--- src/hw/rtl/rtt_timeout_estimator_assert.svh ---
// ----------------------------------------------------------------------------
// rtt_timeout_estimator_assert.svh
// Assertion macros shared by the rtt timeout estimator
// ----------------------------------------------------------------------------
`ifndef RTT_TIMEOUT_ESTIMATOR_ASSERT_SVH
`define RTT_TIMEOUT_ESTIMATOR_ASSERT_SVH

// same-cycle implication, off while reset is high
`define RTTE_ASSERT_IMP(label, clk, rst, ante, cons, msg) \
   label: assert property (@(posedge clk) disable iff (rst) (ante) |-> (cons)) \
      else $error(msg);

// next-cycle implication, off while reset is high
`define RTTE_ASSERT_NXT(label, clk, rst, ante, cons, msg) \
   label: assert property (@(posedge clk) disable iff (rst) (ante) |=> (cons)) \
      else $error(msg);

`endif

--- src/hw/rtl/rtte_pkg.sv ---
// ----------------------------------------------------------------------------
// rtte_pkg
// Types, constants and helpers shared by the rtt timeout estimator
// ----------------------------------------------------------------------------
package rtte_pkg;

   localparam int GAIN_W    = 17;
   localparam int GAIN_FRAC = 16;
   localparam int MULT_W    = 16;
   localparam int MULT_FRAC = 8;
   localparam int MS_W      = 32;
   localparam int TOTAL_W   = 64;
   localparam int MUL_CHUNK = 16;
   localparam int PROD_W    = MUL_CHUNK + GAIN_W;
   // integer part of the timeout sum before clamping
   localparam int RAW_W     = MS_W + GAIN_W - MULT_FRAC;

   localparam logic [GAIN_W-1:0] GAIN_ONE     = GAIN_W'(1 << GAIN_FRAC);
   localparam logic [GAIN_W-1:0] SMOOTH_SCALE = GAIN_W'(1 << MULT_FRAC);

   localparam int DIV_STEPS = TOTAL_W;
   localparam int DIV_CNT_W = $clog2(DIV_STEPS);
   localparam logic [DIV_CNT_W-1:0] DIV_LAST = DIV_CNT_W'(DIV_STEPS - 1);

   localparam int CSR_IDX_W = 3;
   localparam int CSR_DATA_W = 32;
   localparam logic [CSR_IDX_W-1:0] CSR_ALPHA_GAIN  = 3'd0;
   localparam logic [CSR_IDX_W-1:0] CSR_BETA_GAIN   = 3'd1;
   localparam logic [CSR_IDX_W-1:0] CSR_VAR_MULT    = 3'd2;
   localparam logic [CSR_IDX_W-1:0] CSR_MIN_TIMEOUT = 3'd3;
   localparam logic [CSR_IDX_W-1:0] CSR_MAX_TIMEOUT = 3'd4;

   localparam logic [GAIN_W-1:0] ALPHA_RESET = 17'd8192;
   localparam logic [GAIN_W-1:0] BETA_RESET  = 17'd16384;
   localparam logic [MULT_W-1:0] MULT_RESET  = 16'd1024;
   localparam logic [MS_W-1:0]   MIN_RESET   = 32'd1000;
   localparam logic [MS_W-1:0]   MAX_RESET   = 32'd60000;

   typedef enum logic [1:0] {
      DOT_VAR,
      DOT_SRTT,
      DOT_RTO
   } dot_kind_type;

   typedef enum logic [1:0] {
      MUL_NONE,
      MUL_X,
      MUL_Y
   } mul_sel_type;

   typedef enum logic [1:0] {
      ACC_HOLD,
      ACC_CLEAR,
      ACC_SHIFT,
      ACC_ADD
   } acc_op_type;

   typedef struct packed {
      logic [GAIN_W-1:0] alpha_gain;
      logic [GAIN_W-1:0] beta_gain;
      logic [MULT_W-1:0] variance_multiplier;
      logic [MS_W-1:0]   min_timeout_ms;
      logic [MS_W-1:0]   max_timeout_ms;
   } cfg_type;

   typedef struct packed {
      logic         load;
      logic         diff;
      dot_kind_type kind;
      mul_sel_type  mul;
      acc_op_type   acc_op;
      logic         wr_blend;
      logic         stats;
      logic         div_start;
      logic         result_load;
   } cmd_type;

   typedef struct packed {
      logic ok;
      logic est;
      logic div_done;
   } status_type;

   typedef struct packed {
      logic            accepted;
      logic            have_estimate;
      logic [MS_W-1:0] timeout_ms;
      logic [MS_W-1:0] smoothed_ms;
      logic [MS_W-1:0] variance_ms;
      logic [MS_W-1:0] last_ms;
      logic [MS_W-1:0] lowest_ms;
      logic [MS_W-1:0] highest_ms;
      logic [MS_W-1:0] mean_ms;
      logic [MS_W-1:0] samples_seen;
   } rsp_type;

   // with reversed bounds, a value below lo gives lo and any other gives hi
   function automatic logic [MS_W-1:0] clamp_ms(input logic [RAW_W-1:0] x,
                                                input logic [MS_W-1:0]  lo,
                                                input logic [MS_W-1:0]  hi);
      logic [MS_W-1:0] r;
      if (x < RAW_W'(lo)) begin
         r = lo;
      end else if (x > RAW_W'(hi)) begin
         r = hi;
      end else begin
         r = x[MS_W-1:0];
      end
      return r;
   endfunction

endpackage

--- src/hw/rtl/rtte_div.sv ---
// ----------------------------------------------------------------------------
// rtte_div
// Restoring 64 by 32 bit divider, one quotient bit per cycle
// ----------------------------------------------------------------------------
module rtte_div
   import rtte_pkg::*;
(
   input  logic               clock,
   input  logic               reset,
   input  logic               start,
   input  logic [TOTAL_W-1:0] dividend,
   input  logic [MS_W-1:0]    divisor,
   output logic [TOTAL_W-1:0] quotient,
   output logic               done
);

   logic [MS_W-1:0]      rem_ff, rem_in;
   logic [TOTAL_W-1:0]   quo_ff, quo_in;
   logic [MS_W-1:0]      den_ff, den_in;
   logic [DIV_CNT_W-1:0] cnt_ff, cnt_in;
   logic                 busy_ff, busy_in;
   logic                 done_ff, done_in;
   logic [MS_W:0]        trial;
   logic                 fits;

   assign trial = {rem_ff, quo_ff[TOTAL_W-1]};
   assign fits  = trial >= {1'b0, den_ff};

   always_comb begin
      rem_in  = rem_ff;
      quo_in  = quo_ff;
      den_in  = den_ff;
      cnt_in  = cnt_ff;
      busy_in = busy_ff;
      done_in = done_ff;
      if (start) begin
         rem_in  = '0;
         quo_in  = dividend;
         den_in  = divisor;
         cnt_in  = '0;
         busy_in = 1'b1;
         done_in = 1'b0;
      end else if (busy_ff) begin
         // remainder stays below the divisor, so the difference fits
         rem_in = fits ? MS_W'(trial - {1'b0, den_ff}) : trial[MS_W-1:0];
         quo_in = {quo_ff[TOTAL_W-2:0], fits};
         cnt_in = cnt_ff + 1'b1;
         if (cnt_ff == DIV_LAST) begin
            busy_in = 1'b0;
            done_in = 1'b1;
         end
      end
   end

   always_ff @(posedge clock) begin
      if (reset) begin
         busy_ff <= 1'b0;
         done_ff <= 1'b0;
         cnt_ff  <= '0;
      end else begin
         busy_ff <= busy_in;
         done_ff <= done_in;
         cnt_ff  <= cnt_in;
      end
      rem_ff <= rem_in;
      quo_ff <= quo_in;
      den_ff <= den_in;
   end

   assign quotient = quo_ff;
   assign done     = done_ff;

endmodule

--- src/hw/rtl/rtte_datapath.sv ---
// ----------------------------------------------------------------------------
// rtte_datapath
// Estimator state, shared 16x17 multiply-accumulate, statistics and result
// ----------------------------------------------------------------------------
module rtte_datapath
   import rtte_pkg::*;
#(
   parameter  int FRAC_BITS = 16,
   localparam int SW        = MS_W + FRAC_BITS,
   localparam int NCH       = (SW + MUL_CHUNK - 1) / MUL_CHUNK,
   localparam int CIDX_W    = $clog2(NCH)
) (
   input  logic              clock,
   input  logic              reset,
   input  cfg_type           cfg,
   input  logic [MS_W-1:0]   req_sample_ms,
   input  logic              req_sample_valid,
   input  cmd_type           cmd,
   input  logic [CIDX_W-1:0] chunk_sel,
   output status_type        st,
   output rsp_type           rsp
);

   localparam int PADW  = NCH * MUL_CHUNK;
   localparam int ACC_W = SW + GAIN_W;

   logic [MS_W-1:0]    s_ff, s_in;
   logic               ok_ff, ok_in;
   logic [SW-1:0]      diff_ff, diff_in;
   logic [PROD_W-1:0]  prod_ff, prod_in;
   logic [ACC_W-1:0]   acc_ff, acc_in;
   logic [SW-1:0]      srtt_ff, srtt_in;
   logic [SW-1:0]      var_ff, var_in;
   logic               est_ff, est_in;
   logic [MS_W-1:0]    last_ff, last_in;
   logic [MS_W-1:0]    low_ff, low_in;
   logic [MS_W-1:0]    high_ff, high_in;
   logic [TOTAL_W-1:0] total_ff, total_in;
   logic [MS_W-1:0]    tally_ff, tally_in;
   rsp_type            rsp_ff, rsp_in;

   logic [SW-1:0]        sq;
   logic [GAIN_W-1:0]    ga, gb;
   logic [SW-1:0]        op_x, op_y;
   logic [GAIN_W-1:0]    coef_x, coef_y;
   logic [PADW-1:0]      x_pad, y_pad;
   logic [MUL_CHUNK-1:0] mul_a;
   logic [GAIN_W-1:0]    mul_b;
   logic [SW-1:0]        blend;
   logic [TOTAL_W:0]     total_sum;
   logic [TOTAL_W-1:0]   quotient;
   logic                 div_done;
   logic [RAW_W-1:0]     rto_raw;

   rtte_div u_div (
      .clock    (clock),
      .reset    (reset),
      .start    (cmd.div_start),
      .dividend (total_ff),
      .divisor  (tally_ff),
      .quotient (quotient),
      .done     (div_done)
   );

   assign sq = {s_ff, {FRAC_BITS{1'b0}}};
   assign ga = (cfg.alpha_gain > GAIN_ONE) ? GAIN_ONE : cfg.alpha_gain;
   assign gb = (cfg.beta_gain > GAIN_ONE) ? GAIN_ONE : cfg.beta_gain;

   // operand pairs: result = x * coef_x + y * coef_y
   always_comb begin
      case (cmd.kind)
         DOT_VAR: begin
            op_x   = var_ff;
            coef_x = GAIN_ONE - gb;
            op_y   = diff_ff;
            coef_y = gb;
         end
         DOT_SRTT: begin
            op_x   = srtt_ff;
            coef_x = GAIN_ONE - ga;
            op_y   = sq;
            coef_y = ga;
         end
         default: begin
            op_x   = srtt_ff;
            coef_x = SMOOTH_SCALE;
            op_y   = var_ff;
            coef_y = GAIN_W'(cfg.variance_multiplier);
         end
      endcase
   end

   assign x_pad = PADW'(op_x);
   assign y_pad = PADW'(op_y);
   assign mul_a = (cmd.mul == MUL_Y) ? y_pad[chunk_sel*MUL_CHUNK +: MUL_CHUNK]
                                     : x_pad[chunk_sel*MUL_CHUNK +: MUL_CHUNK];
   assign mul_b = (cmd.mul == MUL_Y) ? coef_y : coef_x;

   assign blend     = acc_ff[GAIN_FRAC +: SW];
   assign rto_raw   = acc_ff[FRAC_BITS + MULT_FRAC +: RAW_W];
   assign total_sum = {1'b0, total_ff} + (TOTAL_W + 1)'(s_ff);

   always_comb begin
      s_in     = s_ff;
      ok_in    = ok_ff;
      diff_in  = diff_ff;
      prod_in  = prod_ff;
      acc_in   = acc_ff;
      srtt_in  = srtt_ff;
      var_in   = var_ff;
      est_in   = est_ff;
      last_in  = last_ff;
      low_in   = low_ff;
      high_in  = high_ff;
      total_in = total_ff;
      tally_in = tally_ff;

      if (cmd.load) begin
         s_in  = req_sample_ms;
         ok_in = req_sample_valid;
      end
      if (cmd.diff) begin
         diff_in = (srtt_ff >= sq) ? (srtt_ff - sq) : (sq - srtt_ff);
      end
      if (cmd.mul != MUL_NONE) begin
         prod_in = PROD_W'(mul_a) * PROD_W'(mul_b);
      end

      case (cmd.acc_op)
         ACC_CLEAR: acc_in = '0;
         ACC_SHIFT: acc_in = acc_ff << MUL_CHUNK;
         ACC_ADD:   acc_in = acc_ff + ACC_W'(prod_ff);
         default:   acc_in = acc_ff;
      endcase

      if (cmd.wr_blend) begin
         if (cmd.kind == DOT_VAR) begin
            var_in = blend;
         end else if (cmd.kind == DOT_SRTT) begin
            srtt_in = blend;
         end
      end

      if (cmd.stats) begin
         if (!est_ff) begin
            // first word seeds the estimate
            srtt_in = sq;
            var_in  = sq >> 1;
            low_in  = s_ff;
            high_in = s_ff;
         end else begin
            if (s_ff < low_ff) begin
               low_in = s_ff;
            end
            if (s_ff > high_ff) begin
               high_in = s_ff;
            end
         end
         est_in   = 1'b1;
         last_in  = s_ff;
         total_in = total_sum[TOTAL_W] ? '1 : total_sum[TOTAL_W-1:0];
         if (tally_ff != '1) begin
            tally_in = tally_ff + 1'b1;
         end
      end
   end

   always_comb begin
      rsp_in.accepted      = ok_ff;
      rsp_in.have_estimate = est_ff;
      if (est_ff) begin
         rsp_in.timeout_ms  = clamp_ms(rto_raw, cfg.min_timeout_ms, cfg.max_timeout_ms);
         rsp_in.smoothed_ms = clamp_ms(RAW_W'(srtt_ff[FRAC_BITS +: MS_W]),
                                       cfg.min_timeout_ms, cfg.max_timeout_ms);
         rsp_in.variance_ms = clamp_ms(RAW_W'(var_ff[FRAC_BITS +: MS_W]),
                                       cfg.min_timeout_ms, cfg.max_timeout_ms);
      end else begin
         rsp_in.timeout_ms  = cfg.min_timeout_ms;
         rsp_in.smoothed_ms = '0;
         rsp_in.variance_ms = '0;
      end
      rsp_in.last_ms    = last_ff;
      rsp_in.lowest_ms  = low_ff;
      rsp_in.highest_ms = high_ff;
      if (tally_ff == '0) begin
         rsp_in.mean_ms = '0;
      end else if (quotient[TOTAL_W-1:MS_W] != '0) begin
         rsp_in.mean_ms = '1;
      end else begin
         rsp_in.mean_ms = quotient[MS_W-1:0];
      end
      rsp_in.samples_seen = tally_ff;
   end

   always_ff @(posedge clock) begin
      if (reset) begin
         srtt_ff  <= '0;
         var_ff   <= '0;
         est_ff   <= 1'b0;
         last_ff  <= '0;
         low_ff   <= '0;
         high_ff  <= '0;
         total_ff <= '0;
         tally_ff <= '0;
      end else begin
         srtt_ff  <= srtt_in;
         var_ff   <= var_in;
         est_ff   <= est_in;
         last_ff  <= last_in;
         low_ff   <= low_in;
         high_ff  <= high_in;
         total_ff <= total_in;
         tally_ff <= tally_in;
      end
      s_ff    <= s_in;
      ok_ff   <= ok_in;
      diff_ff <= diff_in;
      prod_ff <= prod_in;
      acc_ff  <= acc_in;
      if (cmd.result_load) begin
         rsp_ff <= rsp_in;
      end
   end

   assign st.ok       = ok_ff;
   assign st.est      = est_ff;
   assign st.div_done = div_done;
   assign rsp         = rsp_ff;

endmodule

--- src/hw/rtl/rtte_ctrl.sv ---
// ----------------------------------------------------------------------------
// rtte_ctrl
// Sequencer for the estimator: update passes, timeout pass, mean, result
// ----------------------------------------------------------------------------
module rtte_ctrl
   import rtte_pkg::*;
#(
   parameter  int FRAC_BITS = 16,
   localparam int SW        = MS_W + FRAC_BITS,
   localparam int NCH       = (SW + MUL_CHUNK - 1) / MUL_CHUNK,
   localparam int CIDX_W    = $clog2(NCH)
) (
   input  logic              clock,
   input  logic              reset,
   input  logic              req_valid,
   output logic              req_ready,
   output logic              rsp_valid,
   input  logic              rsp_ready,
   input  status_type        st,
   output cmd_type           cmd,
   output logic [CIDX_W-1:0] chunk_sel
);

   localparam logic [CIDX_W-1:0] TOP_CHUNK = CIDX_W'(NCH - 1);

   typedef enum logic [2:0] {
      IDLE,
      CHECK,
      DOT,
      WRITE,
      STATS,
      START_OUT,
      WAIT_DIV,
      RESULT
   } state_type;

   typedef enum logic [1:0] {
      PH_X,
      PH_Y,
      PH_SUM
   } phase_type;

   state_type         state_ff, state_in;
   phase_type         phase_ff, phase_in;
   dot_kind_type      kind_ff, kind_in;
   logic [CIDX_W-1:0] chunk_ff, chunk_in;
   logic              rsp_valid_ff, rsp_valid_in;

   always_comb begin
      state_in     = state_ff;
      phase_in     = phase_ff;
      kind_in      = kind_ff;
      chunk_in     = chunk_ff;
      rsp_valid_in = rsp_valid_ff & ~rsp_ready;

      cmd             = '0;
      cmd.kind        = kind_ff;
      cmd.mul         = MUL_NONE;
      cmd.acc_op      = ACC_HOLD;

      unique case (state_ff)
         IDLE: begin
            if (req_valid) begin
               cmd.load = 1'b1;
               state_in = CHECK;
            end
         end
         CHECK: begin
            cmd.diff = 1'b1;
            if (!st.ok) begin
               state_in = START_OUT;
            end else if (!st.est) begin
               state_in = STATS;
            end else begin
               kind_in  = DOT_VAR;
               chunk_in = TOP_CHUNK;
               phase_in = PH_X;
               state_in = DOT;
            end
         end
         DOT: begin
            // most significant chunk first, accumulator shifts between chunks
            unique case (phase_ff)
               PH_X: begin
                  cmd.mul    = MUL_X;
                  cmd.acc_op = (chunk_ff == TOP_CHUNK) ? ACC_CLEAR : ACC_SHIFT;
                  phase_in   = PH_Y;
               end
               PH_Y: begin
                  cmd.mul    = MUL_Y;
                  cmd.acc_op = ACC_ADD;
                  phase_in   = PH_SUM;
               end
               default: begin
                  cmd.acc_op = ACC_ADD;
                  phase_in   = PH_X;
                  if (chunk_ff == '0) begin
                     state_in = WRITE;
                  end else begin
                     chunk_in = chunk_ff - 1'b1;
                  end
               end
            endcase
         end
         WRITE: begin
            unique case (kind_ff)
               DOT_VAR: begin
                  cmd.wr_blend = 1'b1;
                  kind_in      = DOT_SRTT;
                  chunk_in     = TOP_CHUNK;
                  phase_in     = PH_X;
                  state_in     = DOT;
               end
               DOT_SRTT: begin
                  cmd.wr_blend = 1'b1;
                  state_in     = STATS;
               end
               default: begin
                  // timeout sum stays in the accumulator
                  state_in = WAIT_DIV;
               end
            endcase
         end
         STATS: begin
            cmd.stats = 1'b1;
            state_in  = START_OUT;
         end
         START_OUT: begin
            cmd.div_start = 1'b1;
            if (st.est) begin
               kind_in  = DOT_RTO;
               chunk_in = TOP_CHUNK;
               phase_in = PH_X;
               state_in = DOT;
            end else begin
               state_in = WAIT_DIV;
            end
         end
         WAIT_DIV: begin
            if (st.div_done) begin
               state_in = RESULT;
            end
         end
         default: begin
            if (!rsp_valid_ff || rsp_ready) begin
               cmd.result_load = 1'b1;
               rsp_valid_in    = 1'b1;
               state_in        = IDLE;
            end
         end
      endcase
   end

   always_ff @(posedge clock) begin
      if (reset) begin
         state_ff     <= IDLE;
         phase_ff     <= PH_X;
         kind_ff      <= DOT_VAR;
         chunk_ff     <= '0;
         rsp_valid_ff <= 1'b0;
      end else begin
         state_ff     <= state_in;
         phase_ff     <= phase_in;
         kind_ff      <= kind_in;
         chunk_ff     <= chunk_in;
         rsp_valid_ff <= rsp_valid_in;
      end
   end

   assign req_ready = (state_ff == IDLE);
   assign rsp_valid = rsp_valid_ff;
   assign chunk_sel = chunk_ff;

endmodule

--- src/hw/rtl/rtt_timeout_estimator.sv ---
// ----------------------------------------------------------------------------
// rtt_timeout_estimator
// Smoothed round-trip time and retransmission timeout estimator
//
//   channel | signals                          | direction
//   --------+----------------------------------+----------
//   req     | req_valid/req_ready, sample word | in
//   rsp     | rsp_valid/rsp_ready, figures     | out
//   csr     | csr_write_en, index, data        | in
//
// Every word runs the mean divider, which has 64 steps; a valid word after the
// first also runs two blend passes of N = ceil((32+FRAC_BITS)/16) chunks on the
// shared 16x17 multiplier, and the timeout pass runs under the divider. The next
// word can be taken in the cycle after the result is loaded. A word waits in its
// last step while the previous result waits for rsp_ready. Synchronous reset
// clears all estimates.
// ----------------------------------------------------------------------------
`include "rtt_timeout_estimator_assert.svh"

module rtt_timeout_estimator
   import rtte_pkg::*;
#(
   parameter int FRAC_BITS = 16
) (
   input  logic                  clock,
   input  logic                  reset,
   input  logic                  req_valid,
   output logic                  req_ready,
   input  logic [MS_W-1:0]       req_sample_ms,
   input  logic                  req_sample_valid,
   output logic                  rsp_valid,
   input  logic                  rsp_ready,
   output logic                  rsp_accepted,
   output logic                  rsp_have_estimate,
   output logic [MS_W-1:0]       rsp_timeout_ms,
   output logic [MS_W-1:0]       rsp_smoothed_ms,
   output logic [MS_W-1:0]       rsp_variance_ms,
   output logic [MS_W-1:0]       rsp_last_ms,
   output logic [MS_W-1:0]       rsp_lowest_ms,
   output logic [MS_W-1:0]       rsp_highest_ms,
   output logic [MS_W-1:0]       rsp_mean_ms,
   output logic [MS_W-1:0]       rsp_samples_seen,
   input  logic                  csr_write_en,
   input  logic [CSR_IDX_W-1:0]  csr_index,
   input  logic [CSR_DATA_W-1:0] csr_wdata
);

   localparam int SW     = MS_W + FRAC_BITS;
   localparam int NCH    = (SW + MUL_CHUNK - 1) / MUL_CHUNK;
   localparam int CIDX_W = $clog2(NCH);

   cfg_type           cfg_ff, cfg_in;
   cmd_type           cmd;
   status_type        st;
   rsp_type           rsp;
   logic [CIDX_W-1:0] chunk_sel;

   always_comb begin
      cfg_in = cfg_ff;
      if (csr_write_en) begin
         unique case (csr_index)
            CSR_ALPHA_GAIN:  cfg_in.alpha_gain          = csr_wdata[GAIN_W-1:0];
            CSR_BETA_GAIN:   cfg_in.beta_gain           = csr_wdata[GAIN_W-1:0];
            CSR_VAR_MULT:    cfg_in.variance_multiplier = csr_wdata[MULT_W-1:0];
            CSR_MIN_TIMEOUT: cfg_in.min_timeout_ms      = csr_wdata[MS_W-1:0];
            CSR_MAX_TIMEOUT: cfg_in.max_timeout_ms      = csr_wdata[MS_W-1:0];
            default:         cfg_in = cfg_ff;
         endcase
      end
   end

   always_ff @(posedge clock) begin
      if (reset) begin
         cfg_ff.alpha_gain          <= ALPHA_RESET;
         cfg_ff.beta_gain           <= BETA_RESET;
         cfg_ff.variance_multiplier <= MULT_RESET;
         cfg_ff.min_timeout_ms      <= MIN_RESET;
         cfg_ff.max_timeout_ms      <= MAX_RESET;
      end else begin
         cfg_ff <= cfg_in;
      end
   end

   rtte_ctrl #(
      .FRAC_BITS (FRAC_BITS)
   ) u_ctrl (
      .clock     (clock),
      .reset     (reset),
      .req_valid (req_valid),
      .req_ready (req_ready),
      .rsp_valid (rsp_valid),
      .rsp_ready (rsp_ready),
      .st        (st),
      .cmd       (cmd),
      .chunk_sel (chunk_sel)
   );

   rtte_datapath #(
      .FRAC_BITS (FRAC_BITS)
   ) u_datapath (
      .clock            (clock),
      .reset            (reset),
      .cfg              (cfg_ff),
      .req_sample_ms    (req_sample_ms),
      .req_sample_valid (req_sample_valid),
      .cmd              (cmd),
      .chunk_sel        (chunk_sel),
      .st               (st),
      .rsp              (rsp)
   );

   assign rsp_accepted      = rsp.accepted;
   assign rsp_have_estimate = rsp.have_estimate;
   assign rsp_timeout_ms    = rsp.timeout_ms;
   assign rsp_smoothed_ms   = rsp.smoothed_ms;
   assign rsp_variance_ms   = rsp.variance_ms;
   assign rsp_last_ms       = rsp.last_ms;
   assign rsp_lowest_ms     = rsp.lowest_ms;
   assign rsp_highest_ms    = rsp.highest_ms;
   assign rsp_mean_ms       = rsp.mean_ms;
   assign rsp_samples_seen  = rsp.samples_seen;

   // one word in flight at a time
   `RTTE_ASSERT_NXT(a_single_word, clock, reset, req_valid && req_ready, !req_ready, "word taken while busy")

   `RTTE_ASSERT_IMP(a_accept_has_est, clock, reset, rsp_valid && rsp_accepted, rsp_have_estimate, "accepted sample without estimate")

   `RTTE_ASSERT_IMP(a_no_est_no_stats, clock, reset, rsp_valid && !rsp_have_estimate, rsp_samples_seen == '0 && rsp_mean_ms == '0, "statistics before first sample")

   `RTTE_ASSERT_IMP(a_range_order, clock, reset, rsp_valid && rsp_have_estimate, rsp_lowest_ms <= rsp_highest_ms, "lowest sample above highest")

endmodule
--- config.mk ---
export PLATFORM = sky130hd
export DESIGN_NAME = rtt_timeout_estimator
export DESIGN_NICKNAME = d
export VERILOG_FILES = /design/src/hw/rtl/rtte_pkg.sv /design/src/hw/rtl/rtte_div.sv /design/src/hw/rtl/rtte_datapath.sv /design/src/hw/rtl/rtte_ctrl.sv /design/src/hw/rtl/rtt_timeout_estimator.sv
export VERILOG_INCLUDE_DIRS = /design/src /design/src/hw/rtl
export SDC_FILE = /design/constraint.sdc
export NUM_CORES = 2
export LEC_CHECK = 0
export ABC_AREA = 1
export BUFFER_PORTS_ARGS = -buffer_cell sky130_fd_sc_hd__buf_2
export CAP_MARGIN = 20
export CORE_MARGIN = 3
export CORE_UTILIZATION = 36
export DETAILED_ROUTE_END_ITERATION = 16
export MAX_ROUTING_LAYER = met4
export SYNTH_ARGS = -nofsm -noshare
export SYNTH_HDL_FRONTEND = slang
export SYNTH_SLANG_ARGS = --single-unit
--- constraint.sdc ---
create_clock -name clock -period 15.55 [get_ports clock]
set_input_delay 3.11 -clock clock [delete_from_list [all_inputs] [get_ports clock]]
set_output_delay 3.11 -clock clock [all_outputs]
set_load 0.05 [all_outputs]
---- Word-level counts from Yosys, hierarchy flattened ----
Cells that the tools add are included.
storage, ports and cells
  RAM bits ................................ 0
  memory bits (read-only) ................. 0
  bits of input ports ..................... 73
  latch bits .............................. 0
  memories kept ........................... 0
  bits in registers ....................... 986
  output and inout bits ................... 260
  logic and storage cells ................. 206
cells by class
  divide/modulo/power cells ............... 0
  multipliers ............................. 1
  bitwise logic cells ..................... 2
  muxes and demuxes ....................... 78
  shift-type cells ........................ 2
  $lt $le $gt $ge ......................... 12
  equal/unequal tests ..................... 30
  reductions and logical operators ........ 32
  add/sub/neg operators ................... 10
operators with widths
  kind                    number
  $mux 48                 11
  $mux 32                 12
  $pmux 65 s3             1
  $mux 64                 3
  $gt 32x32->1            3
  $lt 32x32->1            3
  $mux 96                 1
  $pmux 48 s2             1
  $shiftx 48x7->16        2
  $sub 48x48->48          2
  $pmux 17 s2             2
  $add 64x32->65          1
  $add 65x33->65          1
  $mux 17                 3
  $ge 48x48->1            1
  $gt 41x32->1            1
  $lt 41x32->1            1
  $gt 17x17->1 const B    2
  $sub 17x17->17 const A  2
  $ge 33x32->1            1
  $mul 16x17->33          1
  $add 32x1->32 const B   1
  $logic_not 32->1        1
  $ne 32x32->1 const B    1
  37 further kinds        109

---- Longest topological paths before layout ----
  word-level depth ........................ 7
  depth in mapped cells ................... 42
  gate-level depth less buffers ........... 41

---- By module ----
A second synthesis with hierarchy kept.
unflattened totals
  cells, all modules ...................... 9,325
  area total of the unflattened synthesis .. 70,214.8 um^2
modules (own cells, without submodules)
  module                 area each (um^2)  sequential area each (um^2)  cells each  instances
  rtte_datapath          56,648.1          18,908.1                     7,420       1
  rtte_div               8,272.9           3,683.5                      1,135       1
  rtt_timeout_estimator  4,594.4           2,282.2                      652         1
  rtte_ctrl              699.4             200.2                        118         1

---- Worst setup path before layout ----
Ideal clock, no wire load.
  path kind ............................... input port to flip-flop
  from .................................... in rsp_ready
  to ...................................... reg u_datapath.rsp_ff, in the netlist u_datapath.rsp[0] (enable)
  library setup time ...................... 0.885 ns
  stages on the path ...................... 2
  path buffers ............................ 0
  data required time ...................... 14.665 ns
  arrival time ............................ 13.789 ns
  setup slack ............................. 0.876 ns
  cells stage by stage .................... nor2_1 nor2_1
RTL lines
  element               RTL line                     RTL
  from (decl)           rtt_timeout_estimator.sv:32  input logic rsp_ready,
  to (signal assigned)  rtte_datapath.sv:221         rsp_ff <= rsp_in;
  to (decl)             rtte_datapath.sv:40          rsp_type rsp_ff, rsp_in;

---- Worst setup path in the final report ----
  from .................................... reg u_ctrl.state_ff[1]
  to ...................................... reg u_datapath.prod_ff[25], data pin
on the way
  word-level cells in the longest chain between the ends .. 5
  elaborated cells between the ends (all ways) .. 6
  those cells by class .................... mul: 1; eq/ne: 2; mux: 3
RTL lines
  element                             RTL line                                  RTL
  from (decl)                         rtte_ctrl.sv:43                           state_type state_ff, state_in;
  from (signal assigned)              rtte_ctrl.sv:162                          state_ff <= state_in;
  $eq 3x2->1 (*)                      rtte_ctrl.sv:61                           unique case (state_ff)
  $mux 4 (*)                          rtte_ctrl.sv:61
  $eq 2x2->1 (*)                      rtte_datapath.sv:95, rtte_datapath.sv:97
  $mux 16 or $mux 17 (tied branches)  rtte_datapath.sv:95, rtte_datapath.sv:97
  $mul 16x17->33 (*)                  rtte_datapath.sv:126                      prod_in = PROD_W'(mul_a) * PROD_W'(mul_b);
  to (signal assigned)                rtte_datapath.sv:218                      prod_ff <= prod_in;
  to (decl)                           rtte_datapath.sv:30                       logic [PROD_W-1:0] prod_ff, prod_in;
Every way passes the cells marked *; elsewhere a longest branch is shown, timed or not.
A chain may end at the register's enable or synchronous reset.

==> results.py <==
metrics = {
    "placed_design": {
        "routabilityCongestion": 1.03,
        "placed_cells_incl_taps": 11400,
        "place.detailed.hpwl_um": 224000,
        "place_area_um2": 72400,
        "buffer_ports.inserted": 332,
    },
    "drt": {
        "aggregate_routed_wire_length_um": 290000,
        "detailedRoute.firstIterationViolations": 7132,
        "viasPerCell": 5.55,
        "avgRoutedWirePerCell_um": 24.9,
        "antenna_violating_nets_post_route": 0,
        "via_count": 64600,
        "drt_pass1_iterations": 7,
        "route.detailed.drc": 0,
    },
    "die": {
        "row_count": 159,
        "initial_core_util_pct": 36.3,
        "floorplan.core_area_um2": 188000,
        "dieArea_um2": 195000,
        "floorplan.die.height_um": 441,
        "die_w_um": 441,
        "i_o_pin_cnt": 333,
    },
    "yosys": {
        "synth.lib_cells_used.distinct": 67,
        "synth_top_family_by_area": "simple AND/OR/NAND/NOR gates",
        "synth-main-ff-cell": "sky130_fd_sc_hd__edfxtp_1",
        "synth-seq-area-share_pct": 36.8,
        "ys_ff_latch": 986,
        "synthesis.yosys.warnings": 0,
        "post-synth-top-area-cell": "sky130_fd_sc_hd__edfxtp_1",
        "synth_top_cells_by_area": "sky130_fd_sc_hd__edfxtp_1 (23%), sky130_fd_sc_hd__dfxtp_1 (13%), sky130_fd_sc_hd__nand2_1 (9.6%)",
        "synth_simple_gate_area_share_pct": 22.8,
        "post_synth.cell_area_avg_um2": 7.73,
        "synth.top_cell.area_share_pct": 23.5,
        "synth_fa_ha_area_share_pct": 15.8,
        "cell_area_synth_um2": 68200,
        "post_synth_xor_area_fraction_pct": 1.86,
        "synth_edf_count": 533,
        "yosys-mux-area-fraction_pct": 0,
        "syn_inst": 8813,
        "ys_async_sr_fraction_pct": 0,
        "synth_fp_nets": 9621,
        "synth_compound_area_share_pct": 14.3,
    },
    "power": {
        "swShare_pct": 51.5,
        "static-leakage-power_nw": 33.3,
        "sequentialPowerShare_pct": 23.4,
        "switchingPower_mw": 9.08,
        "p_clk_share_pct": 16.2,
        "combPwrFrac_pct": 60.4,
        "intPower_mw": 8.54,
        "max-vdd-ir-drop_v": 0.000200,
        "power.density_nw_per_um2": 230,
    },
    "final_layout": {
        "layout.cells.most_common_list": "sky130_fd_sc_hd__nand2_1 (1741), sky130_fd_sc_hd__inv_1 (1103), sky130_fd_sc_hd__nor2_1 (929)",
        "post_route_cells_drive_above_1_share_pct": 8.16,
        "nets": 9836,
        "fin_cells": 11600,
        "area_growth_syn_to_layout_pct": 12.4,
        "final_cell_area_excluding_filler_cells_um2": 76600,
        "most_common_library_cell_in_the_layout_ignoring_fill_and_taps": "sky130_fd_sc_hd__nand2_1",
    },
    "sta": {
        "maxClockFrequency_mhz": 105,
        "tns_ns": 0,
        "worstMarginPinSlew_ns": 1.18,
        "setup_repair_after_global_routing_missed_its_margin": "no",
        "final-hold-violation-count": 0,
        "finalSetupViolations": 0,
        "drv_slew": 0,
        "layout_worst_path_cycle_share_pct": 61.0,
        "post-route-min-period_ns": 9.48,
        "relSlewSlack_pct": 21.6,
        "clock-skew-final_ns": 0.118,
    },
    "setup_path": {
        "crit_path_max_fanout": 40,
        "setup.worst_path.class": "reg -> reg",
        "data_required_time_at_the_worst_endpoint_ns": 15.99,
        "regToRegEndpoint": "u_datapath.prod_ff[25]$_DFFE_PP_",
        "timing.reg2reg.setup_slack_ns": 6.07,
        "timing.critical_path.mode_cell": "sky130_fd_sc_hd__fa_1",
        "timing.reg2reg.worst_path_depth": 30,
        "worst-endpoint-arrival_ns": 9.92,
        "slowest_stage_cell_on_the_critical_path": "sky130_fd_sc_hd__nand3_1",
        "crit_end": "u_datapath.prod_ff[25]$_DFFE_PP_",
        "timing.rr.start": "u_ctrl.state_ff[1]$_SDFFE_PP0P_",
        "timing.critical_path.from_type": "flip-flop",
        "timing.critical_path.from": "u_ctrl.state_ff[1]$_SDFFE_PP0P_",
        "critPathMaxStageDelay_ns": 0.59,
        "worstSetupEndpointType": "flip-flop",
    },
    "grt": {
        "grt_pass1_vias": 60400,
        "grt_overflow_total": 0,
        "grt_pass1_wl_um": 415000,
        "gr-usage-all-layers_pct": 29.7,
        "antenna_found_initial": 22,
        "pin_count_of_the_biggest_net_entering_global_routing": 156,
    },
    "clock_tree": {
        "clockRootBuffer": "sky130_fd_sc_hd__clkbuf_16",
        "clock_tree.htree_level_count": 3,
        "clk_path_buf_depth": 3,
        "cts_num_sinks": 986,
        "cts_buffers": 114,
        "holdBufCountCts": 0,
        "clk_pin_slew_worst_paths_ns": 0.06,
        "post-cts-setup-buffers": 0,
        "cts_tree": "yes",
        "clock_network_latency_to_the_later_pin_of_the_worst_skew_pair_ns": 0.80,
        "cts_repair_resize_count": 0,
    },
    "worst_hold_path": {
        "holdPathStages": 0,
        "worst_hold_path_type": "reg -> reg",
    },
    "job": {
        "timing.max_cap.violations": 0,
    },
    "status": {
        "run_status": "completed",
    },
}
final cells by class:
cell class	count	area, um^2
Fill cell	19300	111000
Multi-Input combinational cell	6334	37400
Sequential cell	986	25100
Inverter	1138	4280
Clock buffer	141	3130
Tap cell	2495	3120
Timing Repair Buffer	454	2700
Clock inverter	77	857
Antenna cell	12	30.0
worst min path at each step:
stage	end	slack, ns	startpoint
after global routing	u_datapath.rsp[121]$_DFFE_PP_	0.43	u_datapath.low_ff[25]$_SDFFE_PP0P_
after global placement	u_datapath.rsp[67]$_DFFE_PP_	0.41	u_datapath.high_ff[3]$_SDFFE_PP0P_
after CTS	u_datapath.diff_ff[0]$_DFFE_PN_	0.42	u_datapath.srtt_ff[0]$_SDFF_PP0_
after detailed placement	u_datapath.rsp[89]$_DFFE_PP_	0.41	u_datapath.high_ff[25]$_SDFFE_PP0P_
after floorplan	u_datapath.rsp[128]$_DFFE_PP_	0.40	u_datapath.last_ff[0]$_SDFFE_PP0P_
final	u_datapath.diff_ff[0]$_DFFE_PN_	0.41	u_datapath.srtt_ff[0]$_SDFF_PP0_
logic make-up after synthesis:
group / Yosys count
simple gates: 3702
compound gates: 1752
buf+inv: 1493
flops: 986
fa+ha+maj: 735
xor+xnor: 145
critical path, delay by kind of cell (launching register included):
kind | cells | cell delay [ns]
adder cells (fa/ha/maj) | 7 | 3.54
AND/OR/NAND/NOR | 11 | 2.32
AO/OA/AOI/OAI | 3 | 0.93
buffers and inverters | 9 | 1.69
flip-flops | 1 | 0.49
sequential cells by signal (all words and copies together), names as in the netlist, 2 cells and up:
| name | flops |
|---|---|
| u_datapath.high_ff | 32 |
| u_datapath.var_ff | 48 |
| u_datapath.low_ff | 32 |
| u_datapath.u_div.den_ff | 32 |
| cfg_ff | 114 |
| u_ctrl.kind_ff | 2 |
| u_ctrl.state_ff | 3 |
| u_datapath.rsp | 258 |
| u_datapath.prod_ff | 33 |
| u_datapath.acc_ff | 65 |
| u_datapath.total_ff | 64 |
| u_datapath.diff_ff | 48 |
| u_datapath.u_div.rem_ff | 32 |
| u_datapath.s_ff | 32 |
| u_datapath.u_div.cnt_ff | 6 |
| u_datapath.last_ff | 32 |
| u_datapath.u_div.quotient | 64 |
| u_ctrl.chunk_sel | 2 |
| u_datapath.srtt_ff | 48 |
| u_datapath.tally_ff | 32 |
| u_ctrl.phase_ff | 2 |
metrics by stage:
step	util, %	power, mW	setup slack (ns)	hold slack, ns
after floorplan	-	11.1	0.876	0.403
after global placement	38.5	14.6	6.20	0.411
after detailed placement	38.5	14.6	6.28	0.413
after CTS	40.7	17.5	6.15	0.417
after global routing	40.7	18.9	5.72	0.434
final	40.7	17.6	6.07	0.414
Yosys cell counts, drive strengths merged, types with 33 or more instances:
master and n:
nand3 705, xnor2 45, ha 523, fa 212
dfxtp 453, nand4 71, nand2 1758, inv 1133
clkbuf 239, xor2 100, a21oi 719, o221ai 48
o211ai 54, nor4 44, nor3 120, nor2 946
buf 116, o21ai 667, edfxtp 533, o21a 33
a31oi 92
power groups by stage:
stage	logic (mW)	clock network (mW)	registers, mW
2_1_floorplan	7.16	0	3.95
3_3_place_gp	10.4	0	4.16
3_5_place_dp	10.4	0	4.16
4_1_cts	10.5	2.89	4.11
5_1_grt	11.8	3.00	4.15
6_report	10.6	2.85	4.13
per-layer routing:
metal / global-route usage (%) / vias to the layer above / wire length [um]
met2: 46.5 / 2837 / 133000
li1: - / 30000 / -
met5: - / - / 0
met3: 5.01 / 644 / 22600
met4: 14.3 / 0 / 16200
met1: 37.2 / 31100 / 118000
Power figures use the tool's default switching activity.
